<file path="src/design/sleep_aware_alarm_volume_ramp_assert.svh">
// Assertion macros shared by the alarm volume ramp modules
`ifndef SLEEP_AWARE_ALARM_VOLUME_RAMP_ASSERT_SVH
`define SLEEP_AWARE_ALARM_VOLUME_RAMP_ASSERT_SVH

// same-cycle implication, checked outside reset
`define SAVA_ASSERT_NOW(label, ante, cons, msg) \
  label: assert property (@(posedge clk) disable iff (!rst_n) (ante) |-> (cons)) \
    else $error(msg);

// next-cycle implication, checked outside reset
`define SAVA_ASSERT_NEXT(label, ante, cons, msg) \
  label: assert property (@(posedge clk) disable iff (!rst_n) (ante) |=> (cons)) \
    else $error(msg);

`endif

</file>
<file path="src/design/sava_pkg.sv">
// Types, codes and reset constants of the alarm volume ramp
`default_nettype none
package sava_pkg;

  localparam int unsigned VOL_W  = 6;
  localparam int unsigned MS_W   = 20;
  localparam int unsigned TIME_W = 32;
  localparam int unsigned IDX_W  = 3;

  localparam logic [1:0] CMD_TRIGGER = 2'd0;
  localparam logic [1:0] CMD_POLL    = 2'd1;
  localparam logic [1:0] CMD_STOP    = 2'd2;

  localparam logic [1:0] STAGE_UNKNOWN = 2'd0;
  localparam logic [1:0] STAGE_WAKE    = 2'd1;
  localparam logic [1:0] STAGE_REM     = 2'd2;
  localparam logic [1:0] STAGE_NREM    = 2'd3;

  localparam logic [1:0] CAUSE_NONE = 2'd0;
  localparam logic [1:0] CAUSE_WAKE = 2'd1;
  localparam logic [1:0] CAUSE_KEY  = 2'd2;
  localparam logic [1:0] CAUSE_CMD  = 2'd3;

  localparam logic [IDX_W-1:0] REG_START_VOLUME  = 3'd0;
  localparam logic [IDX_W-1:0] REG_REM_LEVEL     = 3'd1;
  localparam logic [IDX_W-1:0] REG_VOL_CEILING   = 3'd2;
  localparam logic [IDX_W-1:0] REG_VOLUME_STEP   = 3'd3;
  localparam logic [IDX_W-1:0] REG_INC_PERIOD_MS = 3'd4;
  localparam logic [IDX_W-1:0] REG_WAKE_STOP_MS  = 3'd5;
  localparam logic [IDX_W-1:0] REG_SUPPRESS_MS   = 3'd6;
  localparam logic [IDX_W-1:0] REG_IDLE_VOLUME   = 3'd7;

  localparam logic [VOL_W-1:0] RST_START_VOLUME  = 6'd6;
  localparam logic [VOL_W-1:0] RST_REM_LEVEL     = 6'd18;
  localparam logic [VOL_W-1:0] RST_VOL_CEILING   = 6'd33;
  localparam logic [VOL_W-1:0] RST_VOLUME_STEP   = 6'd2;
  localparam logic [MS_W-1:0]  RST_INC_PERIOD_MS = 20'd20000;
  localparam logic [MS_W-1:0]  RST_WAKE_STOP_MS  = 20'd30000;
  localparam logic [MS_W-1:0]  RST_SUPPRESS_MS   = 20'd70000;
  localparam logic [VOL_W-1:0] RST_IDLE_VOLUME   = 6'd20;

  typedef struct packed {
    logic [1:0]        command;
    logic [TIME_W-1:0] now_ms;
    logic [1:0]        sleep_stage;
    logic              key_pressed;
  } sava_in_t;

  typedef struct packed {
    logic [VOL_W-1:0] volume;
    logic             volume_written;
    logic             ringing;
    logic [1:0]       stop_cause;
  } sava_out_t;

  typedef struct packed {
    logic [VOL_W-1:0] start_volume;
    logic [VOL_W-1:0] rem_level;
    logic [VOL_W-1:0] vol_ceiling;
    logic [VOL_W-1:0] volume_step;
    logic [MS_W-1:0]  increase_period_ms;
    logic [MS_W-1:0]  wake_stop_ms;
    logic [MS_W-1:0]  suppress_ms;
    logic [VOL_W-1:0] idle_volume;
  } sava_cfg_t;

  typedef struct packed {
    logic              ringing;
    logic [VOL_W-1:0]  volume;
    logic [1:0]        prev_stage;
    logic [TIME_W-1:0] last_inc_time;
    logic [TIME_W-1:0] wake_seen_time;
    logic [TIME_W-1:0] suppress_until;
  } sava_state_t;

endpackage
`default_nettype wire

</file>
<file path="src/design/sleep_aware_alarm_volume_ramp.sv">
// Sleep-aware alarm volume ramp: top level with request and result registers
//
// Each request (trigger, poll tick or stop) is captured in an input register,
// evaluated against the alarm state in one pass, and its single result lands in
// a result register. One request is accepted every
// cycle; the rate is set by the state update in the core, and a held
// result stalls input only once both registers are full. Configuration writes
// take effect on the next cycle and belong to idle periods.
`default_nettype none
`include "sleep_aware_alarm_volume_ramp_assert.svh"
module sleep_aware_alarm_volume_ramp
  import sava_pkg::*;
(
  input  wire logic             clk,
  input  wire logic             rst_n,
  input  wire logic             in_valid,
  output logic                  in_ready,
  input  wire sava_in_t         in_req,
  output logic                  out_valid,
  input  wire logic             out_ready,
  output sava_out_t             out_rsp,
  input  wire logic             cfg_we,
  input  wire logic [IDX_W-1:0] cfg_idx,
  input  wire logic [MS_W-1:0]  cfg_wdata
);

  sava_cfg_t cfg;
  sava_in_t  in_req_r;
  sava_out_t out_rsp_r;
  sava_out_t step_rsp;
  logic      in_vld_r;
  logic      in_vld_nxt;
  logic      out_vld_r;
  logic      out_vld_nxt;
  logic      advance;
  logic      step_en;

  sava_cfg_regs u_cfg (
    .clk       (clk),
    .rst_n     (rst_n),
    .cfg_we    (cfg_we),
    .cfg_idx   (cfg_idx),
    .cfg_wdata (cfg_wdata),
    .cfg       (cfg)
  );

  sava_core u_core (
    .clk     (clk),
    .rst_n   (rst_n),
    .cfg     (cfg),
    .step_en (step_en),
    .req     (in_req_r),
    .rsp     (step_rsp)
  );

  assign advance  = !out_vld_r || out_ready;
  assign step_en  = in_vld_r && advance;
  assign in_ready = !in_vld_r || advance;

  always_comb begin
    in_vld_nxt = in_vld_r;
    if (in_valid && in_ready) begin
      in_vld_nxt = 1'b1;
    end else if (step_en) begin
      in_vld_nxt = 1'b0;
    end
    out_vld_nxt = out_vld_r;
    if (step_en) begin
      out_vld_nxt = 1'b1;
    end else if (out_ready) begin
      out_vld_nxt = 1'b0;
    end
  end

  always_ff @(posedge clk) begin
    if (!rst_n) begin
      in_vld_r  <= 1'b0;
      out_vld_r <= 1'b0;
    end else begin
      in_vld_r  <= in_vld_nxt;
      out_vld_r <= out_vld_nxt;
    end
  end

  always_ff @(posedge clk) begin
    if (in_valid && in_ready) begin
      in_req_r <= in_req;
    end
    if (step_en) begin
      out_rsp_r <= step_rsp;
    end
  end

  assign out_valid = out_vld_r;
  assign out_rsp   = out_rsp_r;

  `SAVA_ASSERT_NOW(a_stall_only_when_full, !in_ready,
                   in_vld_r && out_vld_r && !out_ready, "request stalled with room free")
  `SAVA_ASSERT_NOW(a_stop_not_ringing, out_vld_r && out_rsp_r.stop_cause != CAUSE_NONE,
                   !out_rsp_r.ringing && out_rsp_r.volume_written, "stop result still ringing")
  `SAVA_ASSERT_NEXT(a_result_from_request, step_en,
                    out_vld_r && out_rsp_r == $past(step_rsp), "result not captured")

endmodule
`default_nettype wire

</file>
<file path="src/design/sava_cfg_regs.sv">
// Configuration register file of the alarm volume ramp
`default_nettype none
module sava_cfg_regs
  import sava_pkg::*;
(
  input  wire logic             clk,
  input  wire logic             rst_n,
  input  wire logic             cfg_we,
  input  wire logic [IDX_W-1:0] cfg_idx,
  input  wire logic [MS_W-1:0]  cfg_wdata,
  output sava_cfg_t             cfg
);

  sava_cfg_t cfg_r;
  sava_cfg_t cfg_nxt;

  always_comb begin
    cfg_nxt = cfg_r;
    if (cfg_we) begin
      unique case (cfg_idx)
        REG_START_VOLUME:  cfg_nxt.start_volume       = cfg_wdata[VOL_W-1:0];
        REG_REM_LEVEL:     cfg_nxt.rem_level          = cfg_wdata[VOL_W-1:0];
        REG_VOL_CEILING:   cfg_nxt.vol_ceiling        = cfg_wdata[VOL_W-1:0];
        REG_VOLUME_STEP:   cfg_nxt.volume_step        = cfg_wdata[VOL_W-1:0];
        REG_INC_PERIOD_MS: cfg_nxt.increase_period_ms = cfg_wdata;
        REG_WAKE_STOP_MS:  cfg_nxt.wake_stop_ms       = cfg_wdata;
        REG_SUPPRESS_MS:   cfg_nxt.suppress_ms        = cfg_wdata;
        REG_IDLE_VOLUME:   cfg_nxt.idle_volume        = cfg_wdata[VOL_W-1:0];
        default:           cfg_nxt = cfg_r;
      endcase
    end
  end

  always_ff @(posedge clk) begin
    if (!rst_n) begin
      cfg_r.start_volume       <= RST_START_VOLUME;
      cfg_r.rem_level          <= RST_REM_LEVEL;
      cfg_r.vol_ceiling        <= RST_VOL_CEILING;
      cfg_r.volume_step        <= RST_VOLUME_STEP;
      cfg_r.increase_period_ms <= RST_INC_PERIOD_MS;
      cfg_r.wake_stop_ms       <= RST_WAKE_STOP_MS;
      cfg_r.suppress_ms        <= RST_SUPPRESS_MS;
      cfg_r.idle_volume        <= RST_IDLE_VOLUME;
    end else begin
      cfg_r <= cfg_nxt;
    end
  end

  assign cfg = cfg_r;

endmodule
`default_nettype wire

</file>
<file path="src/design/sava_core.sv">
// Alarm state registers and single-pass request evaluation
`default_nettype none
`include "sleep_aware_alarm_volume_ramp_assert.svh"
module sava_core
  import sava_pkg::*;
(
  input  wire logic      clk,
  input  wire logic      rst_n,
  input  wire sava_cfg_t cfg,
  input  wire logic      step_en,
  input  wire sava_in_t  req,
  output sava_out_t      rsp
);

  sava_state_t st_r;
  sava_state_t st_nxt;

  logic [TIME_W-1:0] supp_left;
  logic              blocked;
  logic              deep;
  logic [TIME_W-1:0] wake_t;
  logic [TIME_W-1:0] last_t;
  logic [TIME_W-1:0] wake_age;
  logic [TIME_W-1:0] inc_age;
  logic [VOL_W:0]    vol_sum;
  logic [VOL_W-1:0]  vol_ramp;
  logic              written;
  logic [1:0]        cause;

  always_comb begin
    st_nxt    = st_r;
    written   = 1'b0;
    cause     = CAUSE_NONE;
    supp_left = st_r.suppress_until - req.now_ms;
    blocked   = st_r.ringing ||
                (st_r.suppress_until != '0 && supp_left != '0 &&
                 supp_left <= {{(TIME_W-MS_W){1'b0}}, cfg.suppress_ms});
    deep      = (req.sleep_stage == STAGE_NREM) || (req.sleep_stage == STAGE_UNKNOWN);
    wake_t    = st_r.wake_seen_time;
    last_t    = st_r.last_inc_time;
    if (req.sleep_stage != st_r.prev_stage) begin
      if (req.sleep_stage == STAGE_WAKE) begin
        wake_t = req.now_ms;
      end
      if (deep) begin
        last_t = req.now_ms;
      end
    end
    wake_age = req.now_ms - wake_t;
    inc_age  = req.now_ms - last_t;
    vol_sum  = {1'b0, st_r.volume} + {1'b0, cfg.volume_step};
    vol_ramp = (vol_sum > {1'b0, cfg.vol_ceiling}) ? cfg.vol_ceiling : vol_sum[VOL_W-1:0];

    unique case (req.command)
      CMD_TRIGGER: begin
        if (!blocked) begin
          st_nxt.ringing        = 1'b1;
          st_nxt.volume         = cfg.start_volume;
          st_nxt.last_inc_time  = req.now_ms;
          st_nxt.wake_seen_time = '0;
          st_nxt.prev_stage     = STAGE_UNKNOWN;
          written               = 1'b1;
        end
      end
      CMD_STOP: begin
        if (st_r.ringing) begin
          st_nxt.ringing = 1'b0;
          st_nxt.volume  = cfg.idle_volume;
          written        = 1'b1;
          cause          = CAUSE_CMD;
        end
      end
      CMD_POLL: begin
        if (st_r.ringing) begin
          st_nxt.prev_stage    = req.sleep_stage;
          st_nxt.last_inc_time = last_t;
          if (req.sleep_stage == STAGE_WAKE) begin
            if (wake_t == '0) begin
              st_nxt.wake_seen_time = req.now_ms;
            end else begin
              st_nxt.wake_seen_time = wake_t;
              if (wake_age >= {{(TIME_W-MS_W){1'b0}}, cfg.wake_stop_ms}) begin
                cause = CAUSE_WAKE;
              end
            end
          end else begin
            st_nxt.wake_seen_time = '0;
          end
          if (cause == CAUSE_NONE) begin
            if (req.sleep_stage == STAGE_REM) begin
              if (st_r.volume != cfg.rem_level) begin
                st_nxt.volume = cfg.rem_level;
                written       = 1'b1;
              end
            end else if (deep && st_r.volume < cfg.vol_ceiling) begin
              if (inc_age >= {{(TIME_W-MS_W){1'b0}}, cfg.increase_period_ms}) begin
                if (vol_ramp != st_r.volume) begin
                  st_nxt.volume = vol_ramp;
                  written       = 1'b1;
                end
                st_nxt.last_inc_time = req.now_ms;
              end
            end
            if (req.key_pressed) begin
              st_nxt.suppress_until = req.now_ms +
                                      {{(TIME_W-MS_W){1'b0}}, cfg.suppress_ms};
              cause = CAUSE_KEY;
            end
          end
          if (cause != CAUSE_NONE) begin
            st_nxt.ringing = 1'b0;
            st_nxt.volume  = cfg.idle_volume;
            written        = 1'b1;
          end
        end
      end
      default: begin
        st_nxt = st_r;
      end
    endcase

    rsp.volume         = st_nxt.volume;
    rsp.volume_written = written;
    rsp.ringing        = st_nxt.ringing;
    rsp.stop_cause     = cause;
  end

  always_ff @(posedge clk) begin
    if (!rst_n) begin
      st_r.ringing        <= 1'b0;
      st_r.volume         <= RST_IDLE_VOLUME;
      st_r.prev_stage     <= STAGE_UNKNOWN;
      st_r.last_inc_time  <= '0;
      st_r.wake_seen_time <= '0;
      st_r.suppress_until <= '0;
    end else if (step_en) begin
      st_r <= st_nxt;
    end
  end

  `SAVA_ASSERT_NEXT(a_ring_state_tracks, step_en,
                    st_r.ringing == $past(rsp.ringing), "ringing state lost")
  `SAVA_ASSERT_NOW(a_stop_idle_volume, step_en && rsp.stop_cause != CAUSE_NONE,
                   rsp.volume == cfg.idle_volume && !rsp.ringing, "stop without idle volume")
  `SAVA_ASSERT_NOW(a_ramp_ceiling,
                   step_en && req.command == CMD_POLL && rsp.ringing && deep &&
                   st_r.volume <= cfg.vol_ceiling,
                   rsp.volume <= cfg.vol_ceiling, "ramp passed ceiling")

endmodule
`default_nettype wire

</file>
<file path="config.mk">
export PLATFORM = sky130hd
export DESIGN_NAME = sleep_aware_alarm_volume_ramp
export DESIGN_NICKNAME = d
export VERILOG_FILES = /design/src/design/sava_pkg.sv /design/src/design/sleep_aware_alarm_volume_ramp.sv /design/src/design/sava_cfg_regs.sv /design/src/design/sava_core.sv
export VERILOG_INCLUDE_DIRS = /design/src /design/src/design
export SDC_FILE = /design/constraint.sdc
export NUM_CORES = 1
export LEC_CHECK = 0
export BUFFER_PORTS_ARGS = -buffer_cell sky130_fd_sc_hd__buf_2
export CAP_MARGIN = 20
export CORE_MARGIN = 5
export CORE_UTILIZATION = 56
export CTS_BUF_LIST = sky130_fd_sc_hd__clkbuf_8
export DETAILED_ROUTE_END_ITERATION = 7
export PLACE_DENSITY_LB_ADDON = 0.15
export SYNTH_ARGS = -nofsm -noshare
export SYNTH_HDL_FRONTEND = slang
export SYNTH_SLANG_ARGS = --single-unit
</file>
<file path="constraint.sdc">
create_clock -name clk -period 16 [get_ports clk]
set_clock_uncertainty 0.1 [all_clocks]
set_input_delay 1.6 -clock clk [delete_from_list [all_inputs] [get_ports clk]]
set_output_delay 1.6 -clock clk [all_outputs]
set_load 0.02 [all_outputs]
</file>
* After elaboration in Yosys (flattened, before gate mapping)
Cells that the tools add are included.
** Operators by class
- Add/sub/neg operators :: 5
- $lt $le $gt $ge :: 5
- Eq/ne operators :: 17
- Muxes and demuxes :: 52
- Reduce and logical (&&, ||, !) cells :: 32
** Operators with widths (count)
- $mux W32 :: 12
- $pmux W66 S2 :: 1
- $mux W105 :: 1
- $sub A32 B32 Y32 :: 3
- $mux W73 :: 1
- $ge A32 B20 Y1 :: 2
- $reduce_bool A32 Y1 :: 2
- $mux W6 :: 8
- $add A32 B20 Y32 :: 1
- $le A32 B20 Y1 :: 1
- $logic_not A32 Y1 :: 1
- $pmux W7 S3 :: 1
- $mux W2 :: 10
- $reduce_and A2 Y1 :: 8
- $mux W1 :: 15
- $eq A3 B3 Y1 const B :: 4
- $ne A6 B6 Y1 :: 2
- $reduce_bool A2 Y1 :: 4
- $add A6 B6 Y7 :: 1
- $gt A7 B6 Y1 :: 1
- $mux W7 :: 1
- $eq A2 B2 Y1 const B :: 3
- $eq A3 B2 Y1 const B :: 2
- $logic_not A2 Y1 :: 3
- other kinds (14) :: 23
** Word-level totals
- Register bits :: 244
- Input bits :: 65
- Output and inout bits :: 12
- Logic and storage cells :: 135

* Longest topological paths before layout
Gate-level depths: netlist of the first run.
- Word-level depth :: 18
- Gate-level depth with buffers :: 33
- Depth with buffers taken out :: 29

* Modules after synthesis
A second synthesis of the first run with hierarchy kept.
** Second synthesis, totals
- Cells, all modules :: 2503
- Area total of the unflattened synthesis :: 20572.2 um2
** By module, submodules not included
- sava_core :: times used 1, cells an instance 2103, area each 15527.4 um2, seq. area each 2102.0 um2
- sava_cfg_regs :: times used 1, cells an instance 344, area each 3529.6 um2, seq. area each 1801.7 um2
- sleep_aware_alarm_volume_ramp :: times used 1, cells an instance 56, area each 1515.2 um2, seq. area each 1451.4 um2

* Least setup slack after synthesis of the first run
Ideal clock, no wire load.
- Kind :: reg-to-reg
- From :: register in_req_r[2] in the netlist's numbering
- To :: register u_core.st_r[85] in the netlist's numbering
- Setup time :: 117 ps
- Data arrival time :: 6664 ps
- Data required time :: 15783 ps
- Path slack :: 9119 ps
- Stages on the path, launching flop included :: 31
- Path buffers :: 4
- Period minus slack after synthesis :: 6881 ps
- Cell sequence :: edfxtp_1 > xor2_1 > o21ai_1 > clkbuf_1 > buf_1 > clkbuf_1 > nor2_1 > a21oi_1 > ha_1 > a21o_1 > a211oi_1 > a2111oi_4 > a41o_1 > nand2_1 > nand2_1 > a21oi_1 > xnor2_1 > ha_1 > nor4_1 > o311ai_0 > nor4b_1 > o211ai_1 > a41oi_1 > and4_1 > or4b_1 > o311a_4 > o31a_1 > o21ai_2 > a21oi_2 > buf_2 > a22o_1
** Between the ends
- Word-level cells in the longest chain between the ends :: 14
- Elaborated cells between the ends (all ways) :: 28
- Those cells by class :: add/sub: 2; order compare: 2; eq/ne: 4; mux: 15; reduce/logical: 5
** Ends and longest elaborated chain
- start, declared :: RTL line sleep_aware_alarm_volume_ramp.sv:28 : sava_in_t in_req_r;
- start signal, assigned :: RTL line sleep_aware_alarm_volume_ramp.sv:87 : in_req_r <= in_req;
- $eq A2 B1 Y1 :: RTL line sava_core.sv:42, sava_core.sv:77
- $mux W32 :: RTL line sava_core.sv:42 : if (req.sleep_stage == STAGE_WAKE) begin
- $mux W32 :: RTL line sava_core.sv:41 : if (req.sleep_stage != st_r.prev_stage) begin
- $sub A32 B32 Y32 :: RTL line sava_core.sv:49 : wake_age = req.now_ms - wake_t;
- $ge A32 B20 Y1 :: RTL line sava_core.sv:82 : if (wake_age >= {{(TIME_W-MS_W){1'b0}}, cfg.wake_stop_ms}) begin
- $mux W1 :: RTL line sava_core.sv:82
- $mux W2 :: RTL line sava_core.sv:78 : if (wake_t == '0) begin
- $mux W2 :: RTL line sava_core.sv:77 : if (req.sleep_stage == STAGE_WAKE) begin
- $mux W2 :: RTL line sava_core.sv:74 : if (st_r.ringing) begin
- $mux W2 :: RTL line sava_core.sv:54 : unique case (req.command)
- $logic_not A2 Y1 :: RTL line sava_core.sv:89 : if (cause == CAUSE_NONE) begin
- $mux W32 * :: RTL line sava_core.sv:89
- $mux W105 * :: RTL line sava_core.sv:74
- $pmux W66 S2 * :: RTL line sava_core.sv:54
- end signal, assigned :: RTL line sava_core.sv:137 : st_r <= st_nxt;
- end, declared :: RTL line sava_core.sv:15 : sava_state_t st_r;
Mark *: on every way between the ends. The rest lies on a longest branch, timed or not. The select of a mux whose other input is x is not followed.
A chain may end at the register's enable or synchronous reset.

==> flow_metrics.tcl, run 1 <==
set metrics [dict create \
    status "finished clean" \
    fp.dieH_um 194 \
    dpl-instance-area_um2 19600 \
    max_freq_mhz 121 \
    htreeDepth 2 \
    whs_ps 356 \
    grt_start_max_net_pins 71 \
    drt_wl_total_mm 61.5 \
    synth.avg_cell_area_um2 7.96 \
    cp-end-kind "flop" \
    drcViolationCount 0 \
    layout-drive-gt1-share 0.0856 \
    timing.final.crit_period_ps 8230 \
    irDropWorstVdd_mv 0.0878 \
    tightestPinTransition_ps 1140 \
    timing.final.ws_setup_ps 7770 \
    hold_viol 0 \
    p_leak_nw 8.57 \
    worstSetupStartpoint "in_req_r[1]$_DFFE_PP_" \
    area_delta_synth_final_pct 8.05 \
    cp.arrival_ps 8570 \
    maxSlewHeadroom 0.221 \
    die_x_um 194 \
    hp-class "reg2reg" \
    power.total_mw 1.68 \
    numCtsBuffers 43 \
    cp_slowest_cell "buf_4" \
    period_share 0.514 \
    cts_setup_buffers 0 \
    grt_setup_unrepaired "no" \
    synthesis.area_um2 18900 \
    pre_cts_ws_ps 8020 \
    ios 77 \
    drv_cap 0 \
    wire_per_inst_um 21.3 \
    track_usage 0.313 \
    grt_use_met2 0.499 \
    cp_data_required_time_ps 16340 \
    io_buffer_count 76 \
    multi_input_area_um2 12600 \
    clkLatencyLatePin_ps 630 \
    instances_no_fill 2891 \
    grt_overflow 0 \
    seq_area_um2 5360 \
    n_fill_cell 3008 \
    dp_hpwl_mm 46.6 \
    antenna_found_initial 1 \
    ys_seq_area_frac 0.283 \
    syn_nets 2642 \
    viasPerCell 6.27 \
    r2r_start "in_req_r[1]$_DFFE_PP_" \
    ctsHoldBuffers 0 \
    synth_ff_type "dfxtp_1" \
    place_congestion 0.980 \
    ctsResizeCount 0 \
    power_density_nw_per_um2 82.4 \
    grt_pass1_wl_mm 94.6 \
    dp.cells 2811 \
    synth-async-reset-ratio 0 \
    syn_inst 2376 \
    fin_util 0.611 \
    ys_ff_latch 244 \
    nets 2674 \
    coreArea_um2 33400 \
    setup_viol 0 \
    diodes 0 \
    busiest_layer "met2" \
    cts_tree "yes" \
    critPathMaxStageDelay_ps 580 \
    synth_warnings 0 \
    drtIter0Drc 1546 \
    initial_core_util 0.565 \
    path_max_fanout 70 \
    cts.sinks 244 \
    grtUsageMet3 0.0523 \
    cts_root_buffer "clkbuf_8" \
    setup_tns_ps 0 \
    design_area_um2 20400 \
    via_count 18115 \
    postRouteAntennaNets 0 \
    hold_path_startpoint "u_cfg.cfg[50]$_SDFFE_PN0P_" \
    crit_type "reg2reg" \
    synth_edf_count 47 \
    clockBufferDepth 3 \
    clk_pin_slew_ps 60 \
    firstDrtPassIters 6 \
    grt_pass1_vias 16982 \
    use_met1 0.437 \
    cp-start-kind "flop" \
    ys_types 92 \
    slew_violations 0 \
    dieArea_um2 37500 \
    rows 67 \
]
## critical path, delay by kind of cell (launching register included)
family | cells | cell delay, ps
multiplexers | 1 | 420
adder cells (fa/ha/maj) | 3 | 930
AND/OR/NAND/NOR | 9 | 2040
flip-flops | 1 | 440
XOR/XNOR | 1 | 90
buffers and inverters | 1 | 580
AO/OA/AOI/OAI | 13 | 3420
## cells in the mapped netlist (9+ instances only)
master / n / share of area
nor4_1: 22 / 0.0073
nand4_1: 44 / 0.015
inv_1: 152 / 0.030
o21ai_0: 134 / 0.035
a211oi_1: 25 / 0.0099
nor2b_1: 58 / 0.019
xnor2_1: 72 / 0.033
nor3_1: 22 / 0.0058
ha_1: 196 / 0.13
a21o_1: 53 / 0.021
clkbuf_1: 81 / 0.016
a21boi_0: 9 / 0.0036
buf_2: 11 / 0.0029
a21oi_1: 254 / 0.067
o21a_1: 23 / 0.0091
mux2i_1: 52 / 0.028
nor2_1: 232 / 0.046
mux2_2: 10 / 0.0060
o211ai_1: 32 / 0.013
nand3_1: 46 / 0.012
edfxtp_1: 47 / 0.075
dfxtp_1: 197 / 0.21
or3_1: 18 / 0.0060
and2_1: 12 / 0.0040
nand2_1: 248 / 0.049
and3_1: 11 / 0.0036
nand2b_1: 22 / 0.0073
a211o_1: 9 / 0.0042
a22o_1: 37 / 0.017
xor2_1: 33 / 0.015
a31oi_1: 46 / 0.015
o21bai_1: 11 / 0.0044
## cell usage in the layout (no fill, tap or decap), types with 18 or more instances in the layout
master,netlist,layout
a211oi_1,25,25
a21o_1,53,53
a21oi_1,254,254
a22o_1,37,37
a31oi_1,46,46
buf_2,11,76
clkbuf_8,0,51
dfxtp_1,197,197
edfxtp_1,47,47
ha_1,196,196
inv_1,152,161
mux2i_1,52,52
nand2_1,248,248
nand2b_1,22,22
nand3_1,46,46
nand4_1,44,44
nor2_1,232,230
nor2b_1,58,58
nor3_1,22,21
nor4_1,22,22
o211ai_1,32,32
o21a_1,23,23
o21ai_0,134,133
or3_1,18,18
xnor2_1,72,72
xor2_1,33,33
## registers in the layout, indices dropped and copies added, names as in the netlist
register and flops:
u_cfg.cfg 90, out_rsp 10, in_req_r 37, in_vld_r 1, out_valid 1, u_core.st_r 105
## final timing paths
kind / end / slack, ps / cells after the start
max: out_rsp[6]$_DFFE_PP_ / 7770 / 28
min: u_cfg.cfg[50]$_SDFFE_PN0P_ / 360 / 2
max reg2reg: out_rsp[6]$_DFFE_PP_ / 7770 / 28
min reg2reg: u_cfg.cfg[50]$_SDFFE_PN0P_ / 360 / 2
## report_power, final
| part | internal, mW | switching, mW |
|---|---|---|
| Combinational | 0.165 | 0.265 |
| Sequential | 0.643 | 0.0234 |
| Clock | 0.296 | 0.290 |
| Total | 1.10 | 0.578 |
## cell families after synthesis
family,after synthesis,synth area share
AOI/OAI and AO/OA,730,0.252
xor gates and xnor gates,105,0.0486
adders and majority gates,201,0.135
buffers and inverters,256,0.0532
DFF,244,0.283
muxes,62,0.0335
and+or+nand+nor,778,0.194
## layout make-up
class | count | share of cell area
inverter | 153 | 0.0282
multi-input combinational | 1876 | 0.616
timing repair buffer | 90 | 0.0238
sequential | 244 | 0.262
tap | 448 | 0.0274
clock buffer | 51 | 0.0344
clock inverter | 29 | 0.00759
## layer usage
layer	vias to the layer above	wire length (um)
met5	-	13
met2	743	27500
met1	8585	26800
met4	2	1650
li1	8678	-
met3	107	5630
Power figures use the tool's default switching activity.
==> run 2: changes to the inputs <==
- ABC_AREA: unset -> 1
- clock period: 16 -> 7.8 ns (I/O delays scaled with it)
==> flow_metrics.tcl, run 2 <==
set metrics [dict create \
    status "finished clean" \
    coreArea_um2 36400 \
    dieArea_um2 40700 \
    max_freq_mhz 156 \
    fin_util 0.610 \
    synth_area_leaders "dfxtp_1 19%, nand2_1 15%, ha_1 12%" \
    ios 77 \
    syn_nets 3445 \
    synth_edf_count 47 \
    htreeDepth 2 \
    via_count 21518 \
    pre_cts_ws_ps 1530 \
    ys_ff_latch 244 \
    ctsResizeCount 0 \
    synth_top_family_by_area "simple AND/OR/NAND/NOR gates" \
    area_delta_synth_final_pct 7.85 \
    cp_slowest_cell "nor2_4" \
    irDropWorstVdd_mv 0.195 \
    path_max_fanout 61 \
    nets 3491 \
    cts_tree "yes" \
    cp.arrival_ps 6810 \
    layout-drive-gt1-share 0.0653 \
    synth.avg_cell_area_um2 6.48 \
    cp-start-kind "flop" \
    power.total_mw 3.99 \
    slew_violations 0 \
    wire_per_inst_um 19.0 \
    synth_ff_type "dfxtp_1" \
    synth_top_area_frac 0.191 \
    r2r_cells 30 \
    track_usage 0.334 \
    timing.final.ws_setup_ps 1380 \
    ys_seq_area_frac 0.260 \
    grt_overflow 0 \
    diodes 0 \
    largest_register_ffs 105 \
    postRouteAntennaNets 0 \
    yosysMostFrequentCell "nand2_1" \
    drv_cap 0 \
    timing.final.crit_period_ps 6420 \
    hp-class "in2reg" \
    place_congestion 1.04 \
    rows 70 \
    drt_wl_total_mm 70.7 \
    grt_start_max_net_pins 99 \
    initial_core_util 0.566 \
    grt_setup_unrepaired "no" \
    grt_pass1_wl_mm 108 \
    power_density_nw_per_um2 179 \
    tightestPinTransition_ps 1030 \
    cp-end-kind "flop" \
    viasPerCell 5.77 \
    clockBufferDepth 3 \
    cts.sinks 244 \
    synth-async-reset-ratio 0 \
    crit_type "reg2reg" \
    drtIter0Drc 2025 \
    dp_hpwl_mm 56.0 \
    final_common_cell "nand2_1" \
    top_register "u_core.st_r" \
    yosys-top-cells-count "826 x nand2_1, 422 x inv_1, 340 x nor2_1" \
    setup_viol 0 \
    hold_viol 0 \
    maxSlewHeadroom 0.312 \
    most-common-layout-cells "824 x nand2_1, 430 x inv_1, 340 x nor2_1, 324 x a21oi_1, 221 x o21ai_0" \
    antenna_found_initial 1 \
    cts_setup_buffers 0 \
    cp_data_required_time_ps 8200 \
    clk_pin_slew_ps 70 \
    synth_warnings 0 \
    numCtsBuffers 45 \
    synth-compound-area-share 0.195 \
    period_share 0.822 \
    synthesis.area_um2 20600 \
    ys_types 56 \
    synth_xor_area_frac 0.0327 \
    p_leak_nw 11.0 \
    synth-adder-area-share 0.124 \
    drcViolationCount 0 \
    worstHoldPathCells 1 \
    die_x_um 202 \
    synthMuxAreaShare 0.000486 \
    syn_inst 3179 \
    fp.dieH_um 202 \
    clkLatencyLatePin_ps 630 \
    synth_top_area_cell "dfxtp_1" \
    ctsHoldBuffers 0 \
    grt_pass1_vias 19604 \
    critPathMaxStageDelay_ps 780 \
    cts_root_buffer "clkbuf_8" \
    cpMostUsedCell "nand2_1" \
    firstDrtPassIters 6 \
    setup_tns_ps 0 \
    synthSimpleGateAreaFrac 0.288 \
    io_buffer_count 76 \
]
## run 2: cells by family after synthesis
kind of cell    Yosys count
flops                   244
mux                       1
buf+inv                 526
xor+xnor                 77
compound gates          702
simple gates           1428
fa+ha+maj               201
## run 2: area by class of cell
type | instances | area, um2
Tap cell | 468 | 586
Clock inverter | 30 | 231
Fill cell | 3468 | 14200
Clock buffer | 52 | 716
Timing Repair Buffer | 91 | 520
Multi-Input combinational cell | 2409 | 13200
Inverter | 434 | 1630
Sequential cell | 244 | 5360
## run 2: path summary, 6_finish.rpt
check | startpoint | end | slack [ps]
max reg2reg | in_req_r[2]$_DFFE_PP_ | u_core.st_r[30]$_SDFFE_PN0P_ | 1380
max | in_req_r[2]$_DFFE_PP_ | u_core.st_r[30]$_SDFFE_PN0P_ | 1380
min reg2reg | u_cfg.cfg[59]$_SDFFE_PN0P_ | u_cfg.cfg[59]$_SDFFE_PN0P_ | 360
min | in_req[12] | in_req_r[12]$_DFFE_PP_ | 220
## run 2: worst max-delay path, delay by kind of cell, from the launching register on
| family | cells | cell delay [ps] |
|---|---|---|
| AO/OA/AOI/OAI | 7 | 1410 |
| flip-flops | 1 | 460 |
| AND/OR/NAND/NOR | 17 | 2500 |
| adder cells (fa/ha/maj) | 2 | 650 |
| buffers and inverters | 2 | 790 |
| XOR/XNOR | 2 | 350 |
## run 2: where the power goes
group	internal (mW)	total, mW	switching (mW)
logic	0.425	1.26	0.834
clock network	0.716	1.33	0.610
registers	1.34	1.40	0.0632
## run 2: stage by stage
step,instance area (um2),instances,hold WS [ps]
2_1_floorplan,20600,3179,329
3_3_place_gp,21200,3643,349
3_5_place_dp,21200,3643,355
4_1_cts,22200,3725,182
5_1_grt,22200,3728,204
6_report,22200,3728,220
## run 2: routing by layer
| metal | track usage | share of wire |
|---|---|---|
| met1 | 0.426 | 0.41 |
| met2 | 0.527 | 0.43 |
| met5 | 0 | 0 |
| met3 | 0.0509 | 0.078 |
| met4 | 0.218 | 0.076 |
==> run 3: changes to the inputs <==
- ABC_AREA: 1 -> 0
- clock period: 7.8 -> 6.7 ns (I/O delays scaled with it)
==> flow_metrics.tcl, run 3 (synthesis gave the netlist of run 1 again) <==
set metrics [dict create \
    status "finished clean" \
    rows 67 \
    grt_start_max_net_pins 65 \
    track_usage 0.313 \
    antenna_found_initial 0 \
    max_freq_mhz 150 \
    timing.final.ws_setup_ps 35.3 \
    dp.cells 2873 \
    die_x_um 194 \
    r2r_cells 30 \
    top_register "u_core.st_r" \
    r2r_end "u_core.st_r[89]$_SDFFE_PN0P_" \
    path_max_fanout 8 \
    whs_ps 113 \
    multi_input_area_um2 12900 \
    fp.dieH_um 194 \
    timing.final.crit_period_ps 6660 \
    tightestPinTransition_ps 1110 \
    cp.arrival_ps 7040 \
    r2r_start "in_req_r[2]$_DFFE_PP_" \
    irDropWorstVdd_mv 0.213 \
    slew_violations 0 \
    place_congestion 0.990 \
    cp_slowest_cell "edfxtp_1" \
    nets 2772 \
    cp-start-kind "flop" \
    cp-end-kind "flop" \
    p_leak_nw 9.13 \
    instances_no_fill 2990 \
    grt_pass1_vias 17738 \
    fin_util 0.645 \
    initial_core_util 0.565 \
    numCtsBuffers 44 \
    worstSetupEndpoint "u_core.st_r[89]$_SDFFE_PN0P_" \
    via_count 18782 \
    viasPerCell 6.28 \
    power_density_nw_per_um2 193 \
    clockBufferDepth 3 \
    maxSlewHeadroom 0.256 \
    clk_pin_slew_ps 60 \
    ios 77 \
    period_share 0.995 \
    dieArea_um2 37500 \
    cts_tree "yes" \
    design_area_um2 21600 \
    hp-class "in2reg" \
    dp_hpwl_mm 46.3 \
    grt_pass1_wl_mm 95.6 \
    cts.sinks 244 \
    layout-drive-gt1-share 0.133 \
    seq_area_um2 5360 \
    critPathMaxStageDelay_ps 480 \
    wire_per_inst_um 21.1 \
    cpMostUsedCell "a21oi_1" \
    dpl-instance-area_um2 20100 \
    most-common-layout-cells "248 x nand2_1, 242 x a21oi_1, 228 x nor2_1, 197 x dfxtp_1, 188 x ha_1" \
    final_common_cell "nand2_1" \
    cts_root_buffer "clkbuf_8" \
    grt_setup_unrepaired "yes" \
    drt_wl_total_mm 63.1 \
    clkLatencyLatePin_ps 630 \
    rrSetupSlack_ps 40 \
    area_delta_synth_final_pct 14.1 \
    setup_tns_ps 0 \
    n_fill_cell 2955 \
    cp_data_required_time_ps 7080 \
    drcViolationCount 0 \
    worstSetupStartpoint "in_req_r[2]$_DFFE_PP_" \
    postRouteAntennaNets 0 \
    htreeDepth 2 \
    coreArea_um2 33400 \
    drv_cap 0 \
    grt_overflow 0 \
    pre_cts_ws_ps -182 \
    power.total_mw 4.17 \
    io_buffer_count 76 \
    hold_viol 0 \
    crit_type "reg2reg" \
    firstDrtPassIters 8 \
    drtIter0Drc 1825 \
    largest_register_ffs 105 \
    setup_viol 0 \
]
-- run 3: changes by cell type in the layout (fill, tap and decap cells not counted), moves of 50 or more --
cell / before / now
nand3_1: 120 / 46
nor2_1: 340 / 228
xnor2_1: 22 / 72
a21oi_1: 324 / 242
nand2_1: 824 / 248
nor2b_1: 0 / 58
o21ai_0: 221 / 125
inv_1: 430 / 166
buf_4: 14 / 92
mux2i_1: 1 / 51
-- run 3: worst min path at each step --
stage / start / to / slack (ps) / depth (start not counted)
after floorplan: u_cfg.cfg[27]$_SDFFE_PN0P_ / u_cfg.cfg[27]$_SDFFE_PN0P_ / 340 / 2
after global placement: u_cfg.cfg[58]$_SDFFE_PN0P_ / u_cfg.cfg[58]$_SDFFE_PN0P_ / 340 / 2
after detailed placement: u_cfg.cfg[42]$_SDFFE_PN0P_ / u_cfg.cfg[42]$_SDFFE_PN0P_ / 350 / 2
after CTS: in_req[8] / in_req_r[8]$_DFFE_PP_ / 80 / 1
after global routing: in_req[6] / in_req_r[6]$_DFFE_PP_ / 100 / 1
final: in_req[21] / in_req_r[21]$_DFFE_PP_ / 110 / 1
-- run 3: critical path: cells and delay by family, from the launching register on --
kind / cells / cell delay, ps
XOR/XNOR: 1 / 290
adder cells (fa/ha/maj): 4 / 1110
flip-flops: 1 / 480
AND/OR/NAND/NOR: 4 / 920
AO/OA/AOI/OAI: 16 / 2970
buffers and inverters: 5 / 660
-- run 3: layout make-up --
class | count | share of cell area
well taps | 448 | 0.0260
diodes | 1 | 0.000116
flip-flops and latches | 244 | 0.248
repair buffers | 185 | 0.0633
multi-input cells | 1878 | 0.596
clock inverters | 33 | 0.00928
clock buffers | 48 | 0.0306
inverters | 153 | 0.0267
-- run 3: timing repair --
item,in CTS,in global routing
gates resized for setup,12,55
pin swaps,4,40
setup buffers,4,25
hold buffers,0,0
setup endpoints to repair,73,111
gates cloned,1,4
-- run 3: metal layers --
metal / vias up / share of wire / track usage
met5: - / 0 / 0
met4: 0 / 0.047 / 0.131
met3: 198 / 0.091 / 0.0591
met2: 950 / 0.44 / 0.494
met1: 8781 / 0.42 / 0.421
li1: 8853 / - / -
-- run 3: power by group --
group          internal [mW]  switching (mW)
registers               1.54          0.0449
clock network          0.742           0.687
logic                  0.472           0.691
